`src/design/fbcb_ram.sv`:
```
// ----------------------------------------------------------------------------
// fbcb_ram
// Generic single-port synchronous RAM, registered read data.
// ----------------------------------------------------------------------------
`default_nettype none

module fbcb_ram #(
  parameter int WIDTH = 8,
  parameter int DEPTH = 256
) (
  input  wire logic                     clk,
  input  wire logic                     en,
  input  wire logic                     we,
  input  wire logic [$clog2(DEPTH)-1:0] addr,
  input  wire logic [WIDTH-1:0]         wdata,
  output logic      [WIDTH-1:0]         rdata
);

  logic [WIDTH-1:0] mem [DEPTH];

  always_ff @(posedge clk) begin
    if (en) begin
      if (we) begin
        mem[addr] <= wdata;
      end else begin
        rdata <= mem[addr];
      end
    end
  end

endmodule

`default_nettype wire

```
`config.mk`:
```
export PLATFORM = sky130hd
export DESIGN_NAME = fbcb_ram
export DESIGN_NICKNAME = d
export VERILOG_FILES = /design/src/design/fbcb_ram.sv
export SDC_FILE = /design/constraint.sdc
export NUM_CORES = 2
export LEC_CHECK = 0
export BUFFER_PORTS_ARGS = -buffer_cell sky130_fd_sc_hd__buf_2
export CAP_MARGIN = 20
export CORE_MARGIN = 2
export CORE_UTILIZATION = 45
export CTS_CLUSTER_DIAMETER = 50
export DETAILED_ROUTE_END_ITERATION = 6
export GPL_ROUTABILITY_DRIVEN = 0
export GPL_TIMING_DRIVEN = 0
export MAX_ROUTING_LAYER = met4
export SETUP_SLACK_MARGIN = 0.15
export SLEW_MARGIN = 20
export SYNTH_ARGS = -nofsm -noshare
export SYNTH_HDL_FRONTEND = slang
export SYNTH_SLANG_ARGS = --single-unit
```
`constraint.sdc`:
```
create_clock -name clk -period 3.3 [get_ports clk]
set_input_delay 0.165 -clock clk [delete_from_list [all_inputs] [get_ports clk]]
set_output_delay 0.165 -clock clk [all_outputs]
set_load 0.005 [all_outputs]
```
After elaboration in Yosys (flattened, before gate mapping)

Memory sizes are Yosys's and may differ from the RTL's. A register that Yosys moved wholly into a read port is not among the register bits.
Cells that the tools add are included.

Flip-flop bits (word level): 0
Bits in writable memories: 2048
Input bits: 19
Output and inout bits: 8
Logic and storage cells: 6
Memories: 1

Muxes and demuxes: 3
Bitwise logic cells: 1
Reduce and logical (&&, ||, !) cells: 1

Memory list:

| name | words | width | read ports | clocked after Yosys merged registers in | wr ports | RTL line | source |
|---|---|---|---|---|---|---|---|
| mem  | 256   | 8     | 1          | 1                                       | 1        | 19       | `logic [WIDTH-1:0] mem [DEPTH];` |

Operator list:

| operator         | number |
|---|---|
| $mux 1           | 3 |
| $reduce_and 2->1 | 1 |
| $not 1->1        | 1 |

Depth between registers and ports, before layout

Depth after elaboration: 3
Depth in mapped cells: 9
Depth with buffers taken out: 5

Worst setup path before layout

OpenSTA, ideal clock, no wires.

Kind: in2reg
From: in addr[0]
To: mem mem[117][0] (enable)
Setup time: 370 ps
Data arrival time: 2090 ps
Data required time: 2930 ps
Slack: 840 ps
Stages: 8
Buffers on the path: 5
Cells stage by stage: buf_2 buf_6 buf_2 buf_2 nor3b_1 nand2_1 clkbuf_1 nor2_1

RTL lines:

| item               | RTL line | source |
|---|---|---|
| start: declaration | 14       | `input wire logic [$clog2(DEPTH)-1:0] addr,` |
| end: declaration   | 19       |  |

Straight into the memory's write port.

==> flow_metrics.py <==
metrics = {
    "critical_path": {
        "cp_max_fo": 10,
        "r2r_start": "mem[172][7]",
        "startpoint": "addr[1]",
        "max_stage_delay_ns": 0.78,
        "reg2reg_depth": 5,
        "crit_buf_inv": 3,
        "cp_data_arrival_time_ns": 3.80,
        "required_ns": 3.72,
        "critPathMostFrequentCell": "buf_2",
        "r2r-end": "rdata[7]",
        "critical_path.cell_chain": "buf_2, clkbuf_4, buf_2, mux4_2, a22oi_1, a21oi_1, o41ai_1, nand4_1",
        "ff2ff_setup_slack_ns": 0.07,
        "endpoint_kind": "flip-flop",
        "crit_slowest_cell": "o41ai_1",
        "path_class": "primary input to flip-flop",
        "path_delay_family": "compound AO/OA/AOI/OAI gates",
        "start_kind": "primary input",
    },
    "floorplanning": {
        "die_area_um2": 178000,
        "fp.dieW_um": 421,
        "io_pins": 27,
        "core_area_um2": 173000,
        "num_rows": 153,
        "initial_utilization_pct": 45.2,
        "die_h_um": 421,
    },
    "detailed_routing": {
        "post_drt_wl_per_cell_um": 34.1,
        "final_antenna_net_count": 0,
        "vias": 38907,
        "drtIter0Drc": 5812,
        "routed_wirelength_mm": 216,
        "firstDrtPassIters": 6,
        "viasPerCell": 6.16,
        "drc": 0,
    },
    "synth": {
        "synth-seq-cells": 2056,
        "yosysWarnings": 0,
        "synthCells": 3526,
        "synth_area_um2": 78400,
        "syn_area_per_cell_um2": 22.2,
        "ys_seq_area_share_pct": 78.8,
        "synth_nets": 3545,
        "synth_cell_types": 21,
    },
    "global_routing": {
        "grt_max_degree": 128,
        "use_met2_pct": 36.8,
        "gr-usage-met3_pct": 5.70,
        "grt_antenna_before_repair": 10,
        "grt_pass1_wl_mm": 300,
        "grt_overflow": 0,
        "grt_pass1_vias": 38578,
        "met1_usage_pct": 33.9,
        "grtUsageTotal_pct": 25.0,
        "busiest_layer": "met2",
    },
    "hold_path": {
        "hold_depth": 4,
        "hold_path.class": "primary input to flip-flop",
        "min_from": "addr[6]",
        "hold_end": "mem[172][3]",
    },
    "sta": {
        "hold_viol": 0,
        "setup_viol": 2,
        "rsz0062_at_grt": "yes",
        "drv_slew": 0,
        "slew_headroom_pct": 22.6,
        "clock_skew_ns": 0.0297,
        "min_period_ns": 3.38,
        "fin_ws_ns": -0.0819,
        "worstMarginPinSlew_ns": 1.16,
        "clock.fmax_ghz": 0.296,
        "fin_crit_sh_pct": 102,
    },
    "power_and_ir_drop": {
        "p_int_mw": 42.6,
        "total_power_mw": 54.6,
        "pwr-share-seq_pct": 52.7,
        "combPwrFrac_pct": 4.8,
        "pwr-share-clk_pct": 42.5,
        "p_sw_mw": 12.0,
        "swShare_pct": 21.9,
        "ir_worst_vdd_mv": 0.519,
        "p_leak_nw": 27.2,
        "p_per_area_nw_per_um2": 609,
    },
    "placed_design": {
        "hpwl_mm": 140,
        "place_area_um2": 82300,
        "dp_slack_ns": -1.65,
        "io_buffers": 24,
    },
    "cts": {
        "cts_buffers": 208,
        "clock_path_buffers": 3,
        "clock-sinks": 2056,
        "clk_pin_slew_worst_paths_ns": 0.06,
        "tritoncts": "done",
        "cts_root_buf": "clkbuf_16",
        "htree_levels": 4,
        "clk_latency_ns": 0.85,
    },
    "flow_run": {
        "cap_viol_max_count": 0,
    },
    "finish": {
        "drive_gt1_share_pct": 28.1,
        "utilization_pct": 51.7,
        "num-nets-final": 3821,
        "syn_to_final_growth_pct": 14.4,
        "final_cell_mix": "2056 x edfxtp_1, 512 x mux4_2, 256 x a22oi_1",
        "final_cell_area_um2": 89600,
        "final_common_cell": "edfxtp_1",
    },
    "outcome": {
        "violations": "negative setup slack",
        "outcome": "finished, violations left",
    },
}
==> area by class of cell <==
class                   instances  area, um2
diodes                          7       17.5
clock inverters               146       1340
clock buffers                 243       5360
well taps                    2325       2910
flip-flops and latches       2056      61700
repair buffers                 66       1120
plain buffers                 225       1070
multi-input cells            1245      16100
fillers                     13581      83800
==> cells in the mapped netlist (all sizes together) <==
master / n / area share, %
a22oi: 256 / 2.5
or2: 1 / 0.0080
and4: 1 / 0.011
nand2b: 2 / 0.016
nor3: 1 / 0.0064
o41ai: 32 / 0.36
nand4: 8 / 0.064
and2: 2 / 0.016
edfxtp: 2056 / 79
nand3: 4 / 0.026
nor3b: 2 / 0.019
clkbuf: 143 / 0.68
nor2: 259 / 1.2
buf: 82 / 0.60
a21oi: 128 / 0.82
nor2b: 7 / 0.056
nand2: 30 / 0.14
mux4: 512 / 15
==> sequential cells by signal, summed over array words and instances (netlist names) <==
signal	cells
mem	2048
rdata	8
==> through the flow <==
step / TNS [ns] / std cells / hold slack [ns]
2_1_floorplan: 0 / 3526 / 0.264
5_1_grt: 0 / 6307 / 0.197
3_3_place_gp: -6836.54 / 5875 / 0.566
3_5_place_dp: -2398.92 / 5907 / 0.481
6_report: -0.112 / 6313 / 0.206
4_1_cts: 0 / 6306 / 0.137
==> routing by layer <==
metal | vias to the layer above | wire (um)
met1 | 20945 | 85100
li1 | 15621 | -
met4 | 0 | 9460
met2 | 1924 | 100000
met3 | 417 | 20700
met5 | - | 0
==> worst max-delay path by stage <==
stage                  endpoint  slack (ns)  cells after the start
finish                 rdata[7]       -0.08                      8
global route           rdata[0]        0.11                      8
CTS                    rdata[1]        0.16                      8
detailed placement  mem[189][7]       -1.65                      9
global placement    mem[183][0]       -2.80                      8
floorplan           mem[117][0]        0.84                      8
==> cell families (layout without fill, tap and decap cells) <==
logic type	count (synthesis)	after routing	share of synthesized area [%]
simple gates	317	317	1.61
flops	2056	2056	78.8
mux	512	512	14.7
buf+inv	225	680	1.28
other cells	0	7	0
compound gates	416	416	3.63
==> worst min-delay path: stages <==
cell and delay [ns]:
buf_2 0.11, nor2b_1 0.12, nand2_1 0.29, nor2_2 0.18
==> power groups by stage <==
stage | clock network (mW) | logic [mW] | registers, mW
global route | 24.5 | 2.72 | 28.8
floorplan | 0 | 1.24 | 29.3
global placement | 0 | 2.45 | 29.4
detailed placement | 0 | 2.57 | 29.3
finish | 23.2 | 2.61 | 28.8
CTS | 23.4 | 2.61 | 28.8
==> what timing repair did <==
item / 4_1_cts / 5_1_grt
hold endpoints to repair: 556 / 0
gates resized for setup: 162 / 21
endpoints found under the setup margin: 1960 / 357
setup buffers: 0 / 0
hold buffers: 10 / 0
Note: power is estimated with default switching activity, not from simulation.
